`src/hw/rtl/mf2d_ram.sv`:
```
// Generic single-port-write, single-port-read RAM with registered read data.
// No dependencies.
`timescale 1ns / 1ps
module mf2d_ram #(
	parameter int WIDTH = 16,
	parameter int DEPTH = 64
) (
	input  logic                     clk,
	input  logic                     we,
	input  logic [$clog2(DEPTH)-1:0] waddr,
	input  logic [WIDTH-1:0]         wdata,
	input  logic [$clog2(DEPTH)-1:0] raddr,
	output logic [WIDTH-1:0]         rdata
);
	logic [WIDTH-1:0] mem_q [DEPTH];

	always_ff @(posedge clk) begin
		if (we) begin
			mem_q[waddr] <= wdata;
		end
		rdata <= mem_q[raddr];
	end
endmodule

```
`config.mk`:
```
export PLATFORM = sky130hd
export DESIGN_NAME = mf2d_ram
export DESIGN_NICKNAME = d
export VERILOG_FILES = /design/src/hw/rtl/mf2d_ram.sv
export SDC_FILE = /design/constraint.sdc
export NUM_CORES = 1
export LEC_CHECK = 0
export BUFFER_PORTS_ARGS = -buffer_cell sky130_fd_sc_hd__buf_2
export CAP_MARGIN = 20
export CORE_MARGIN = 2
export CORE_UTILIZATION = 25
export DETAILED_ROUTE_END_ITERATION = 6
export HOLD_SLACK_MARGIN = 0.08
export PLACE_DENSITY = 0.48
export SLEW_MARGIN = 5
export SYNTH_ARGS = -nofsm -noshare
export SYNTH_HDL_FRONTEND = slang
export SYNTH_SLANG_ARGS = --single-unit
```
`constraint.sdc`:
```
create_clock -name clk -period 5.5 [get_ports clk]
set_input_delay 0.55 -clock clk [delete_from_list [all_inputs] [get_ports clk]]
set_output_delay 0.55 -clock clk [all_outputs]
set_load 0.01 [all_outputs]
```
After elaboration in Yosys (flattened, before gate mapping)

Memories as Yosys holds them, arrays and structs flattened. A register that Yosys moved wholly into a read port is not among the register bits.
Cells that the tools add are included.

Register bits after elaboration: 0
Memory bits (writable): 1024
Input bits: 30
Output and inout port bits: 16
Word-level logic and storage cells: 3
Memories: 1

Memories:

| memory | words | bits a word | read ports | clocked after memory_dff | write ports | line | RTL |
|---|---|---|---|---|---|---|---|
| mem_q  | 64    | 16          | 1          | 1                        | 1           | 15   | `logic [WIDTH-1:0] mem_q [DEPTH];` |

Muxes and demuxes: 2

Operators with widths:

| cell   | number |
|---|---|
| $mux 1 | 2 |

Logic depth before layout (Yosys ltp)

Gate-level depths: netlist of run 1.

Depth after elaboration: 2
Depth in mapped cells: 10
Depth with buffers taken out: 5

Worst setup path after synthesis of run 1

No wires, ideal clock.

Path kind: input port to flip-flop
From: input port waddr[3]
To: memory mem_q[48][0] (enable)
Library setup time: 409 ps
Data arrival time: 2176 ps
Required time: 5091 ps
Slack: 2915 ps
Stages on the path: 4
Path buffers: 1
Cells stage by stage: clkbuf_1 > nor2b_1 > nand4b_1 > nor3_1

RTL lines:

| element            | line | RTL |
|---|---|---|
| start: declaration | 10   | `input logic [$clog2(DEPTH)-1:0] waddr,` |
| end: declaration   | 15   |  |

Straight into the memory's write port.

==> qor.txt, run 1 <==
Net Sw Frac: 21.3%
Iteration-0 DRC Markers: 1844
Sequential fraction of the synthesis area: 77.6%
Vias: 19100
Worst slew margin: 27.8%
Final WL: 107000 microns
Fmax: 329 MHz
Clk pwr share: 41.5%
Leak: 14.3 nW
# setup viols final: 0
Pin count of the biggest net entering global routing: 115
First-pass GRT wire length: 151000 microns
CP startpoint kind: input port
Worst Max-Slew Pin Slew: 1080 ps
CP Launch Point: raddr[1]
Routed len/inst: 25.9 microns
Gate Count Post-Synth: 1829
Worst Path Arrival: 3590 ps
Area of the core: 159000 sq um
Synthesized flop and latch total: 1040
Cts bufs inserted: 106
Die height: 404 microns
Final hold vios: 0
Post-synth EDFFs: 1024
Crit Reg-Reg Startpoint: mem_q[7][11]$_DFFE_PP_
Layout Cells excl Fill: 4137
Antenna violations before repair: 8
Max Slew Vio Count: 0
Setup WS pre-CTS: 1800 ps
Final min period: 3040 ps
Power Dens Cells: 356 nW/um^2
Die area: 163000 sq um
Hold path start: wdata[15]
Synthesized cell area: 40000 sq um
TNS Setup: 0 ps
CTS tree: yes
Top cells by area, synth: edfxtp_1 (77%), mux4_2 (12%), mux2i_1 (2.1%)
YS warnings: 0
Crit Path Category: input port to flop
Max Cap Violations: 0
Routed Antenna Nets: 0
Layout Skew: 27.9 ps
Period utilization: 55.3%
Cell row count: 146
Fin Hold WS: 502 ps
Net switching power: 3.51 mW
Root Buffer: clkbuf_16
Vias in the first global route: 19700
Area delta synth->final: 15.7%
DRT Pass-1 Iters: 7
Synthesized net count: 1859
GPL Wtd Cong: 0.788
Final #Nets: 2011
Initial core utilization: 25.2%
Status: complete, no violations
Hold Path Class: input port to flop
Average size of a mapped cell: 21.9 sq um
CTS clk-pin slew, worst paths: 60 ps
Worst-case vdd ir drop: 0.000255 V
Hold buffers post-CTS: 0
# IOs: 46
Crit path required time: 6050 ps
Total track usage: 13.0%
Distinct cell type count after synthesis: 43
Leading cell type in the layout, fill and taps excluded: edfxtp_1
Grt ovf: 0
CTS max path bufs: 3
Share of cells above drive strength 1: 27.0%
PnR worst setup slack: 2460 ps
Comb power frac: 5.1%
RSZ-0062 raised after global routing: false
Sequential power share: 53.5%
Die extent in x: 404 microns
Via density: 4.62
Setup bufs post-CTS: 0
Commonest cells after routing, fill and taps aside: edfxtp_1 (1024), mux4_2 (220), clkbuf_16 (107)
Post-CTS resize count: 0
DRC violations left: 0
Largest fanout on the critical path: 54
Clock sinks: 1040
Share of the synthesized area in the top cell type: 76.8%
Clk_lat worst skew: 670 ps
Cell taking the most area after synthesis: edfxtp_1
H-tree levels: 3
Dominant synthesized flop cell: edfxtp_1
DP HPWL: 63700 microns
Power Internal: 13.0 mW
Asr flop ratio synth: 0%
Port Buffers: 45
Crit. End Element: flop
Placed Cells: 3944
## worst paths after layout
check / slack, ps / cells after the start / end
worst max-delay path: 2460 / 7 / rdata[12]$_DFF_P_
worst min-delay path: 500 / 1 / mem_q[22][15]$_DFFE_PP_
worst max register to register: 3270 / 5 / rdata[11]$_DFF_P_
worst min register to register: 870 / 4 / rdata[1]$_DFF_P_
## cell type report
cell class	instances	area, sq um
Sequential cell	1040	31100
Tap cell	2072	2590
Multi-Input combinational cell	685	8280
Clock buffer	141	2880
Antenna cell	2	5.00
Fill cell	15400	112000
Timing Repair Buffer	148	1120
Clock inverter	49	384
## sequential cells by signal, summed over array words and instances (netlist names)
signal and flops:
mem_q 1024, rdata 16
## kinds of logic (layout without fill, tap and decap cells)
logic type      after synthesis  in the layout  synth area share (%)
mux                         336            336                  15.5
simple gates                220            220                  2.65
other cells                   0              2                     0
buf+inv                     104            338                  1.83
flops                      1040           1040                  77.6
compound gates              129            129                  2.41
## layer usage
metal | vias up | track usage (%) | share of wire, %
li1 | 7982 | - | -
met1 | 10400 | 18.2 | 45
met2 | 572 | 21.1 | 48
met3 | 145 | 2.08 | 5.2
met4 | 4 | 3.00 | 2.0
met5 | - | 0 | 0.021
## power by group through the flow
stage | combinational, mW | clock, mW | sequential (mW)
after floorplan | 0.454 | 0 | 8.96
after global placement | 0.844 | 0 | 8.99
after detailed placement | 0.860 | 0 | 8.99
after CTS | 0.861 | 6.98 | 8.82
after global routing | 0.894 | 7.27 | 8.82
final | 0.838 | 6.84 | 8.82
## critical path, stage by stage
cell     delay, ps
buf_6          530
buf_4          410
nor2b_1        630
a22oi_1        170
a41oi_1        440
o21ai_0        450
and4_1         360
## synth_stat cells (all sizes together), types with 5 or more instances
| cell | number |
|---|---|
| nor2b | 30 |
| nand4 | 12 |
| mux4 | 224 |
| nor2 | 74 |
| edfxtp | 1024 |
| clkbuf | 27 |
| and4 | 5 |
| a221o | 6 |
| a211oi | 8 |
| nand2 | 60 |
| nand3 | 24 |
| a41oi | 5 |
| a221oi | 16 |
| a22o | 6 |
| a22oi | 39 |
| a311oi | 8 |
| a21oi | 17 |
| buf | 77 |
| mux2i | 85 |
| a31oi | 8 |
| a211o | 8 |
| mux2 | 27 |
| o21ai | 8 |
| dfxtp | 16 |
## metrics by stage
stage	instance area [sq um]	util, %	power, mW
2_1_floorplan	40000	-	9.42
3_3_place_gp	43000	27.1	9.83
3_5_place_dp	43000	27.1	9.85
4_1_cts	46300	29.2	16.7
5_1_grt	46300	29.2	17.0
6_report	46300	29.2	16.5
No activity file was read; power rests on OpenSTA's default activity.
==> inputs of run 2 (changes only) <==
--- a/config.mk
+++ b/config.mk
@@ -5,6 +5,7 @@
 export SDC_FILE = /design/constraint.sdc
 export NUM_CORES = 1
 export LEC_CHECK = 0
+export ABC_AREA = 1
 export BUFFER_PORTS_ARGS = -buffer_cell sky130_fd_sc_hd__buf_2
 export CAP_MARGIN = 20
 export CORE_MARGIN = 2
==> constraint.sdc (replaced) <==
create_clock -name clk -period 2.9 [get_ports clk]
set_input_delay 0.29 -clock clk [delete_from_list [all_inputs] [get_ports clk]]
set_output_delay 0.29 -clock clk [all_outputs]
set_load 0.01 [all_outputs]
==> run 2 against run 1 <==
  * Non-clock buffer count is 69 higher
  * First-iteration DRC count up 41%
  * Largest cell class unchanged
  * Critical endpoint is now rdata[0]$_DFF_P_
  * Die area increased by 5.1%
==> qor.txt, run 2 <==
Status: complete, no violations
Crit Path Category: input port to flop
Total track usage: 14.7%
Iteration-0 DRC Markers: 2593
Buffers plus inverters on the worst setup path: 6
RSZ-0062 raised after global routing: false
Routed Antenna Nets: 0
Most flops, register: mem_q
YS warnings: 0
Cell row count: 150
Asr flop ratio synth: 0%
Worst Path Arrival: 2880 ps
Worst slew margin: 30.4%
Worst Hold End: mem_q[38][9]$_DFFE_PP_
DRT Pass-1 Iters: 5
Area of the core: 167000 sq um
Dominant synthesized flop cell: edfxtp_1
TNS Setup: 0 ps
Pin count of the biggest net entering global routing: 89
Hold path start: wdata[9]
Most instantiated cells after synthesis: nand2_1 (1296), edfxtp_1 (1024), nand3_1 (871), buf_2 (113), nor2_1 (56)
Share of cells above drive strength 1: 10.3%
DRC violations left: 0
Vias: 27100
CP top delay family: buffers and inverters
Crit Reg-Reg Startpoint: mem_q[43][0]$_DFFE_PP_
Final hold vios: 0
Root Buffer: clkbuf_16
Routed len/inst: 21.7 microns
Worst-case vdd ir drop: 0.000431 V
Max Cap Violations: 0
# IOs: 46
Clk_lat worst skew: 720 ps
Synthesized flop and latch total: 1040
Synthesized cell area: 42100 sq um
Final min period: 2230 ps
Commonest cells after routing, fill and taps aside: nand2_1 (1296), edfxtp_1 (1024), nand3_1 (871)
# setup viols final: 0
Final WL: 129000 microns
CP Cell Sequence: dlygate4sd3_1 > buf_2 > inv_2 > buf_4 > buf_4 > nand2_1 > nand3_1 > nand3_1 > dlygate4sd3_1 > nand2_1
Max FFs per register: 1024
Clock sinks: 1040
Fmax: 449 MHz
Crit. End Element: flop
Cts bufs inserted: 109
Cell taking the most area after synthesis: edfxtp_1
Area delta synth->final: 16.5%
Worst Max-Slew Pin Slew: 1040 ps
Period utilization: 76.9%
GPL Wtd Cong: 0.801
Initial core utilization: 25.2%
CTS max path bufs: 3
Die height: 414 microns
CTS tree: yes
CP max stage cell: dlygate4sd3_1
Depth of the most critical reg-to-reg path: 9
Sequential fraction of the synthesis area: 73.8%
Power Dens Cells: 672 nW/um^2
Power Total: 32.9 mW
Port Buffers: 45
Share of the synthesized area in the top cell type: 73.0%
Leading cell type in the layout, fill and taps excluded: nand2_1
Utilization after layout: 29.3%
Crit path required time: 3550 ps
CTS clk-pin slew, worst paths: 60 ps
Worst R2R End: rdata[0]$_DFF_P_
Register-to-register setup slack: 980 ps
Antenna violations before repair: 14
Die area: 172000 sq um
Final #Nets: 3650
Top cells by area, synth: edfxtp_1 (73%), nand2_1 (12%), nand3_1 (10%)
First-pass GRT wire length: 186000 microns
Grt ovf: 0
Hold Path Stages: 1
Post-synth EDFFs: 1024
CP startpoint kind: input port
CP max stage delay: 580 ps
Most numerous cell in the Yosys netlist: nand2_1
Synthesized net count: 3547
Average size of a mapped cell: 12.0 sq um
Hold Path Class: input port to flop
Vias in the first global route: 26000
Leak: 17.3 nW
Gate Count Post-Synth: 3517
Distinct cell type count after synthesis: 16
Regs by FF count: mem_q (1024), rdata (16)
Max Slew Vio Count: 0
Setup bufs post-CTS: 0
DP HPWL: 73700 microns
H-tree levels: 3
Die extent in x: 414 microns
Via density: 4.57
Layout Skew: 26.2 ps
Largest fanout on the critical path: 13
run 2: what timing repair did:
action,4_1_cts,5_1_grt
endpoints found under the hold margin,16,3
gates resized for setup,0,0
hold buffers,5,1
run 2: worst max path at each step:
stage	from	end	slack, ps	cells past startpoint
6_report	raddr[3]	rdata[0]$_DFF_P_	670	10
5_1_grt	raddr[3]	rdata[0]$_DFF_P_	580	10
4_1_cts	raddr[3]	rdata[0]$_DFF_P_	760	10
3_5_place_dp	raddr[0]	rdata[2]$_DFF_P_	300	12
3_3_place_gp	raddr[0]	rdata[2]$_DFF_P_	300	12
2_1_floorplan	we	mem_q[48][0]$_DFFE_PP_	60	3
run 2: layout make-up:
type                            instances  area [sq um]
Tap cell                             2204          2760
Fill cell                           16900        118000
Sequential cell                      1040         31100
Timing Repair Buffer                  217          1960
Clock inverter                         61           622
Inverter                               12          71.3
Multi-Input combinational cell       2240          9590
Clock buffer                          143          2960
Antenna cell                            6          15.0
run 2: worst register-to-register path, stage by stage (launching register included):
cell           delay, ps
edfxtp_1             350
nand2_1               70
nand3_1               80
nand3_1              140
nand2_1               70
nand2_1              130
nand3_1              230
nand3_1              150
dlygate4sd3_1        550
nand2_1               50
run 2: power breakdown:
part / switching (mW) / total (mW) / internal [mW]
registers: 0.0616 / 16.7 / 16.6
logic: 1.57 / 2.11 / 0.537
clock network: 5.91 / 14.1 / 8.23
run 2: per-layer routing:
metal	routed length, microns	GRT usage (%)	share of wire (%)
met3	6960	2.39	5.4
met1	56800	19.9	44
met2	61100	23.8	47
met5	20	0	0.016
met4	3820	4.69	3.0
run 2: cells by family after synthesis:
group / Yosys count / synth area share, %
flip-flops: 1040 / 73.8
AND/OR/NAND/NOR: 2240 / 22.7
buffers and inverters: 237 / 3.54
run 2: stage by stage:
stage	hold WS (ps)	area (sq um)	setup slack [ps]	cells
floorplan	389	42100	55.9	3517
global placement	719	45400	297	5706
detailed placement	713	45400	303	5706
CTS	99.0	49000	759	5915
global route	114	49000	584	5920
finish	114	49000	671	5923
