<file path="src/hw/rtl/mf2d_pkg.sv">
// Package for the 2D median filter: shared constants, types and state codes.
// Used by the top level, the interfaces, the rank unit and the test bench; depends on nothing.
`timescale 1ns / 1ps
package mf2d_pkg;
	localparam int PIX_W = 16;
	localparam int COL_W = 10;
	localparam int ROW_W = 12;
	localparam int CFG_W = 13;
	localparam int IDX_W = 2;

	localparam logic [IDX_W-1:0] REG_WIDTH  = 2'd0;
	localparam logic [IDX_W-1:0] REG_HEIGHT = 2'd1;
	localparam logic [IDX_W-1:0] REG_HALFX  = 2'd2;
	localparam logic [IDX_W-1:0] REG_HALFY  = 2'd3;

	localparam logic FUNC_PIXEL = 1'b0;
	localparam logic FUNC_DRAIN = 1'b1;

	typedef enum logic [7:0] {
		ST_IDLE   = 8'b0000_0001,
		ST_CHECK  = 8'b0000_0010,
		ST_CENTRE = 8'b0000_0100,
		ST_GATHER = 8'b0000_1000,
		ST_GLAST  = 8'b0001_0000,
		ST_RANK   = 8'b0010_0000,
		ST_PICK   = 8'b0100_0000,
		ST_OUT    = 8'b1000_0000
	} state_t;
endpackage

</file>
<file path="src/hw/rtl/mf2d_rank.sv">
// Shared rank unit: compares one window sample against a candidate each cycle that en is high.
// Depends on mf2d_pkg.
`timescale 1ns / 1ps
module mf2d_rank import mf2d_pkg::*; (
	input  logic                    clk,
	input  logic                    clear,
	input  logic                    en,
	input  logic signed [PIX_W-1:0] cand,
	input  logic signed [PIX_W-1:0] sample,
	output logic [6:0]              less_cnt,
	output logic [6:0]              eq_cnt
);
	always_ff @(posedge clk) begin
		if (clear) begin
			less_cnt <= '0;
			eq_cnt   <= '0;
		end else if (en) begin
			if (sample < cand) begin
				less_cnt <= less_cnt + 7'd1;
			end else if (sample == cand) begin
				eq_cnt <= eq_cnt + 7'd1;
			end
		end
	end
endmodule

</file>
<file path="config.mk">
export PLATFORM = sky130hd
export DESIGN_NAME = mf2d_rank
export DESIGN_NICKNAME = d
export VERILOG_FILES = /design/src/hw/rtl/mf2d_pkg.sv /design/src/hw/rtl/mf2d_rank.sv
export SDC_FILE = /design/constraint.sdc
export NUM_CORES = 1
export LEC_CHECK = 0
export ABC_AREA = 1
export BUFFER_PORTS_ARGS = -buffer_cell sky130_fd_sc_hd__buf_2
export CAP_MARGIN = 10
export CORE_MARGIN = 8
export CORE_UTILIZATION = 30
export CTS_BUF_LIST = sky130_fd_sc_hd__clkbuf_16
export DETAILED_ROUTE_END_ITERATION = 10
export PLACE_DENSITY = 0.56
export SLEW_MARGIN = 10
export SYNTH_ARGS = -nofsm -noshare
export SYNTH_HDL_FRONTEND = slang
export SYNTH_SLANG_ARGS = --single-unit
export TNS_END_PERCENT = 100
</file>
<file path="constraint.sdc">
create_clock -name clk -period 1.5 [get_ports clk]
set_input_delay 0.15 -clock clk [delete_from_list [all_inputs] [get_ports clk]]
set_output_delay 0.15 -clock clk [all_outputs]
set_load 0.02 [all_outputs]
</file>
Word level (Yosys, flattened, before mapping):

Cells that the tools add are included.
Widths: inputs -> output; s select.

* $add $sub $neg: 2
* $lt $le $gt $ge: 1
* equality and inequality tests: 1
* bitwise operators: 1
* reduce and logical (&&, ||, !) cells: 2

Operator list (count)
* $eq 16x16->1: 1
* $lt 16x16->1: 1
* $add 7x1->7 const B: 2
* $reduce_and 3->1: 1
* $reduce_and 2->1: 1
* $not 1->1: 1

* bits in registers: 14
* output and inout bits: 14
* logic and storage cells: 9

Longest topological paths before layout:

Gate-level depths: netlist (run 1).

* word-level depth: 3
* gate-level depth with buffers: 18
* depth with buffers taken out: 18

Worst setup path before layout (run 1):

Ideal clock, no wire load.

* kind: input -> register
* start point: in cand[15]
* end point: reg less_cnt[0]
* data arrival time: 1.411 ns
* slack: -0.025 ns
* stages on the path: 13
* cells stage by stage: inv_1 ha_1 nand2_2 o21bai_1 nand2_1 a21oi_2 nand3_2 nand2_4 nand2_4 inv_8 nand2_1 nand2_1 nor2_1

* cells in the longest elaborated chain, start to end: 2

Ends and longest elaborated chain
* start, declared: RTL line mf2d_rank.sv:8 `input logic signed [PIX_W-1:0] cand,`
* $lt 16x16->1: RTL line mf2d_rank.sv:18 `if (sample < cand) begin`
* $reduce_and 2->1 (no source line)
* end signal, assigned: RTL line mf2d_rank.sv:19 `less_cnt <= less_cnt + 7'd1;`
* end, declared: RTL line mf2d_rank.sv:10 `output logic [6:0] less_cnt,`

Every way passes these cells.
A chain may end at the register's enable or synchronous reset.

Worst setup path after layout (run 1):

* start point: in sample[15]
* end point: reg less_cnt[1]

* cells in the longest elaborated chain, start to end: 2

Ends and longest elaborated chain
* start, declared: RTL line mf2d_rank.sv:9 `input logic signed [PIX_W-1:0] sample,`
* $lt 16x16->1: RTL line mf2d_rank.sv:18
* $reduce_and 2->1 (no source line)

Every way passes these cells.

==> flow_metrics.py, run 1 <==
metrics = {
    "status": {
        "status": "finished clean",
    },
    "setup_path": {
        "cp-start-kind": "input port",
        "regToRegStartpoint": "less_cnt[1]$_SDFFE_PP0P_",
        "crit_fanout": 8,
        "critPathRequiredTime_ps": 1630,
        "r2r_cells": 6,
        "worstSetupEndpointType": "register",
        "timing.rr.end": "less_cnt[6]$_SDFFE_PP0P_",
        "rrSetupSlack_ps": 180,
        "crit_type": "input port to register",
        "crit_arrival_ps": 1540,
    },
    "clocking": {
        "ctsHoldBuffers": 0,
        "cts_setup_buffers": 0,
        "clockBufferDepth": 2,
        "root_buffer": "clkbuf_16",
        "clock_sinks": 14,
        "cts_tree": "built",
        "clkTransAtPathRegs_ps": 50,
        "cts_max_level": 1,
        "clkLatencyLatePin_ps": 240,
        "numCtsBuffers": 3,
    },
    "placement": {
        "hpwlAfterDp_mm": 2.52,
        "placed_cell_area_sq_mm": 0.00163,
        "place_inst": 293,
        "port_buffers": 48,
        "gp_congestion": 0.759,
    },
    "floorplanning": {
        "core_area_sq_mm": 0.00400,
        "ios": 49,
        "die_width_um": 80.7,
        "rows": 23,
        "dieArea_sq_mm": 0.00651,
        "die_h_um": 80.7,
        "start_util": 0.314,
    },
    "routing": {
        "viasPerCell": 4.45,
        "dr.pass1.iters": 4,
        "wirelength_mm": 3.36,
        "dr_total_vias": 1321,
        "drcViolationCount": 0,
        "drtAntennaViolNets": 0,
        "drt_iter0_markers": 16,
        "post_drt_wl_per_cell_um": 11.3,
    },
    "timing": {
        "fin_crit_ps": 1410,
        "fin_crit_sh": 0.940,
        "worst_pin_slew_ps": 259,
        "max_freq_ghz": 0.710,
        "finalHoldViolations": 0,
        "tns_ps": 0,
        "fin_skew_ps": 2.46,
        "whs_ps": 174,
        "slew_violations": 0,
        "setup_viol": 0,
        "slew_headroom": 0.827,
    },
    "min_path": {
        "holdPathStages": 2,
        "min_path_type": "input port to register",
        "worstHoldStart": "clear",
        "hold_end": "less_cnt[5]$_SDFFE_PP0P_",
    },
    "synthesis": {
        "synthesis.area_sq_mm": 0.00125,
        "ys_ff_latch": 14,
        "ys.flop_type": "dfxtp_1",
        "seq_area_frac_synth": 0.223,
        "synth_edf_count": 0,
        "syn-num-nets": 239,
        "yosysTopAreaCell": "dfxtp_1",
        "synth_common_cells": "nand2_1, inv_1, nor2_1",
        "yosysWarningCount": 0,
        "ys_types": 23,
        "yosysMostFrequentCell": "nand2_1",
        "syn_avg_cell_area_sq_um": 6.75,
        "synth_top_area_frac": 0.223,
        "syn_inst": 186,
        "yosys-top-cells-area": "dfxtp_1, ha_1, nand2_1, inv_1, nor2_1",
        "synthArstFlopShare": 0,
    },
    "power_and_ir_drop": {
        "powerDensity_mw_per_mm2": 630,
        "ir_worst_vdd_mv": 0.916,
        "p_leak_nw": 0.996,
    },
    "finish": {
        "postLayoutCellArea_sq_mm": 0.00204,
        "n_antenna_cell": 0,
        "seqCellArea_sq_um": 280,
        "final_cells": 297,
        "nNetsFinal": 301,
        "post_route_cells_drive_above_1_share": 0.510,
        "area_delta_synth_final_pct": 62.3,
        "final_core_util": 0.509,
        "multiInputGateArea_sq_mm": 0.00112,
        "n_fill_cell": 388,
    },
    "flow_run": {
        "maxCapViolations": 0,
    },
    "global_routing": {
        "overflow": 0,
        "antenna_found_initial": 0,
        "grt_usage": 0.0943,
        "grt_pass1_vias": 1227,
        "grt_max_degree": 9,
        "grt_first_pass_wirelength_mm": 5.12,
    },
}
## routing by layer
metal / GRT usage / vias to the layer above / wire length, um / share of wire
li1: - / 704 / - / -
met1: 0.106 / 587 / 1350 / 0.40
met2: 0.168 / 26 / 1770 / 0.53
met3: 0.0301 / 4 / 200 / 0.060
met4: 0.0214 / 0 / 42 / 0.013
met5: 0 / - / 0 / 0
## sequential cells by signal (all words and copies together) (netlist names)
register,cells
less_cnt,7
eq_cnt,7
## worst max-delay path, stage by stage
cell	delay (ps)
buf_2	120
ha_4	250
nand2_4	80
o21bai_4	110
nand2_2	80
a21oi_4	180
nand2_4	70
nand2_4	110
nand2_4	80
nand2_8	100
clkinv_8	80
nor2_1	80
nor2_1	50
## report_power, final
group,switching [mW],internal [mW]
logic,0.212,0.192
registers,0.00450,0.379
clock network,0.144,0.352
## how the worst max path moves through the flow
stage	start	to	slack, ps	cells past startpoint
after global routing	cand[15]	eq_cnt[0]$_SDFFE_PP0P_	-20	13
final	sample[15]	less_cnt[1]$_SDFFE_PP0P_	90	13
after global placement	cand[13]	less_cnt[0]$_SDFFE_PP0P_	-190	15
after CTS	cand[15]	less_cnt[0]$_SDFFE_PP0P_	50	14
after detailed placement	cand[15]	less_cnt[0]$_SDFFE_PP0P_	-210	14
after floorplan	cand[15]	less_cnt[0]$_SDFFE_PP0P_	3	13
## logic make-up after synthesis
group,count (synthesis),share of synthesized area
AO/OA/AOI/OAI,15,0.0728
XOR/XNOR,5,0.0349
buffers and inverters,34,0.109
flip-flops,14,0.223
AND/OR/NAND/NOR,100,0.381
adder cells (fa/ha/maj),18,0.179
## timing repair
action,in CTS,in global routing
resized for setup,0,67
hold endpoints to repair,0,0
setup endpoints to repair,0,14
## through the flow
stage | total power, mW | setup slack, ps
after detailed placement | 0.658 | -208
after CTS | 1.16 | 47.2
after floorplan | 0.559 | 2.72
after global placement | 0.656 | -192
after global routing | 1.36 | -20.8
final | 1.28 | 90.7
## placed cells by master (no fill, tap or decap), types with 3 or more instances in the layout
cell type  netlist  layout
a21oi_1          8       5
a21oi_2          1       3
buf_2            0      41
buf_4            0       9
buf_6            0       7
clkbuf_16        0       3
dfxtp_1         14      14
ha_1            18       4
ha_4             0      13
inv_1           32      17
inv_2            0      13
nand2_1         45      35
nand2_2          8      14
nand2_4          3       6
nand3_1          6       5
nand4_1          4       4
nor2_1          27      25
nor2_4           2       3
o21bai_1         4       3
xor2_1           3       3
## cell type report
type                    instances  area share
multi-input cells             138       0.549
repair buffers                 57       0.173
flip-flops and latches         14       0.138
inverters                      34      0.0719
clock buffers                   3      0.0369
well taps                      50      0.0307
clock inverters                 1     0.00184
No activity file was read; power rests on OpenSTA's default activity.
==> run 2: changes to the inputs <==
Settings changed: BUFFER_PORTS_ARGS -buffer_cell sky130_fd_sc_hd__buf_2 to -buffer_cell sky130_fd_sc_hd__buf_4, PLACE_DENSITY 0.56 to 0.54.
Clock period 1.5 ns to 1.33 ns, I/O delays scaled along.
==> run 2 against run 1 <==
Effect of this change:
- the flow now finishes with violations (negative setup slack)
- sequential power grew 13%
- final area up 3.9%
- highest routed layer unchanged
- sequential share of layout area fell by 0.51 points
- clock skew down 1.8 ps
==> flow_metrics.py, run 2 (same netlist as run 1, synthesis figures left out) <==
metrics = {
    "status": {
        "status": "finished, violations left",
        "violations": "negative setup slack",
    },
    "power_and_ir_drop": {
        "powerDensity_mw_per_mm2": 680,
        "ir_worst_vdd_mv": 0.653,
        "fin_total_pwr_mw": 1.44,
        "p_leak_nw": 1.08,
    },
    "global_routing": {
        "grt_usage": 0.0987,
        "grt_pass1_vias": 1337,
        "grt_max_degree": 9,
        "antenna_found_initial": 0,
        "grt_first_pass_wirelength_mm": 5.33,
        "overflow": 0,
    },
    "finish": {
        "n_antenna_cell": 0,
        "post_route_cells_drive_above_1_share": 0.488,
        "final_cells": 302,
        "largest_registers": "eq_cnt x7, less_cnt x7",
        "nNetsFinal": 306,
        "layout_common_cells": "buf_4, nand2_1, inv_1",
        "postLayoutCellArea_sq_mm": 0.00212,
        "final_common_cell": "buf_4",
        "area_delta_synth_final_pct": 68.6,
        "n_fill_cell": 407,
    },
    "floorplanning": {
        "start_util": 0.314,
        "die_h_um": 80.7,
        "die_width_um": 80.7,
        "dieArea_sq_mm": 0.00651,
        "rows": 23,
        "ios": 49,
        "core_area_sq_mm": 0.00400,
    },
    "clocking": {
        "root_buffer": "clkbuf_16",
        "ctsHoldBuffers": 0,
        "numCtsBuffers": 3,
        "cts_tree": "built",
        "clkLatencyLatePin_ps": 240,
        "clkTransAtPathRegs_ps": 50,
        "cts_max_level": 1,
        "clockBufferDepth": 2,
        "clock_sinks": 14,
        "cts_setup_buffers": 0,
    },
    "timing": {
        "whs_ps": 118,
        "rsz0062_at_grt": "true",
        "max_freq_ghz": 0.727,
        "worst_pin_slew_ps": 250,
        "finalWorstSetupSlack_ps": -45.2,
        "fin_crit_sh": 1.03,
        "finalHoldViolations": 0,
        "fin_skew_ps": 0.662,
        "slew_violations": 0,
        "setup_viol": 9,
        "slew_headroom": 0.832,
        "fin_crit_ps": 1380,
    },
    "setup_path": {
        "crit_arrival_ps": 1510,
        "worstPathCellList": "buf_4 -> ha_1 -> nand2_2 -> nor2_1 -> nor2_1 -> nand2_2 -> nand2_4 -> nand2_2 -> nand2_4 -> nand2_4 -> nand2_8 -> clkinv_8 -> nor2_1 -> nor2_1",
        "cp_common_cell": "nor2_1",
        "worstSetupEndpointType": "register",
        "crit_fanout": 8,
        "crit_type": "input port to register",
        "cp_slowest_stage_delay_ps": 290,
        "crit_family": "simple AND/OR/NAND/NOR gates",
        "cp-startpoint": "sample[6]",
        "path_buf_inv": 2,
        "cp-start-kind": "input port",
        "critPathSlowestCell": "ha_1",
        "regToRegStartpoint": "less_cnt[0]$_SDFFE_PP0P_",
        "critPathRequiredTime_ps": 1460,
    },
    "routing": {
        "drcViolationCount": 0,
        "dr.pass1.iters": 4,
        "drtAntennaViolNets": 0,
        "dr_total_vias": 1300,
        "wirelength_mm": 3.09,
        "viasPerCell": 4.30,
        "drt_iter0_markers": 17,
        "post_drt_wl_per_cell_um": 10.2,
    },
    "placement": {
        "hpwlAfterDp_mm": 2.59,
        "gp_congestion": 0.750,
        "post-place-ws_ps": -364,
        "port_buffers": 48,
        "place_inst": 298,
        "placed_cell_area_sq_mm": 0.00193,
    },
    "min_path": {
        "worstHoldStart": "clear",
        "min_path_type": "input port to register",
    },
    "flow_run": {
        "maxCapViolations": 0,
    },
}
==> run 2: cell count changes in the layout (fill, tap and decap cells not counted), moves of 5 or more <==
cell,delta
buf_4,+51
buf_2,-41
buf_6,-6
nor2_1,-5
nor2_2,+5
==> run 2: worst paths after layout <==
kind	endpoint	slack [ps]	cells past startpoint
hold / removal	less_cnt[5]$_SDFFE_PP0P_	120	2
setup / recovery	less_cnt[1]$_SDFFE_PP0P_	-50	14
hold reg to reg	less_cnt[6]$_SDFFE_PP0P_	500	2
setup reg to reg	less_cnt[6]$_SDFFE_PP0P_	90	6
==> run 2: metal layers <==
layer  vias up  wire [um]  track usage
met5         -          0            0
li1        712          -            -
met3         4        273       0.0290
met2        30       1400        0.172
met4         0         29       0.0321
met1       554       1390        0.112
==> run 2: worst register-to-register path, delay by kind of cell, from the launching register on <==
kind	cells	cell delay [ps]
AO/OA/AOI/OAI	1	110
adder cells (fa/ha/maj)	1	180
AND/OR/NAND/NOR	3	360
XOR/XNOR	1	200
flip-flops	1	330
==> run 2: repair_timing <==
action / in CTS / in global routing
setup endpoints to repair: 14 / 14
resized for setup: 13 / 15
pin swaps: 21 / 4
==> run 2: where the power goes <==
part / total [mW] / leakage, nW / switching, mW / internal (mW)
combinational: 0.432 / 0.931 / 0.220 / 0.212
clock: 0.576 / 0.0385 / 0.178 / 0.398
sequential: 0.431 / 0.113 / 0.00397 / 0.427
==> run 2: per-stage QoR <==
stage	TNS [ps]	utilization
floorplan	-975	-
global placement	-4390	0.481
detailed placement	-4580	0.481
CTS	-259	0.516
global route	-2050	0.529
finish	-156	0.529
==> run 2: layout make-up <==
type,instances,area [sq um],share of cell area
multi-input cells,138,1070,0.506
repair buffers,62,477,0.225
flip-flops and latches,14,280,0.132
inverters,34,146,0.0692
clock buffers,3,75.1,0.0355
well taps,50,62.6,0.0296
clock inverters,1,3.75,0.00177
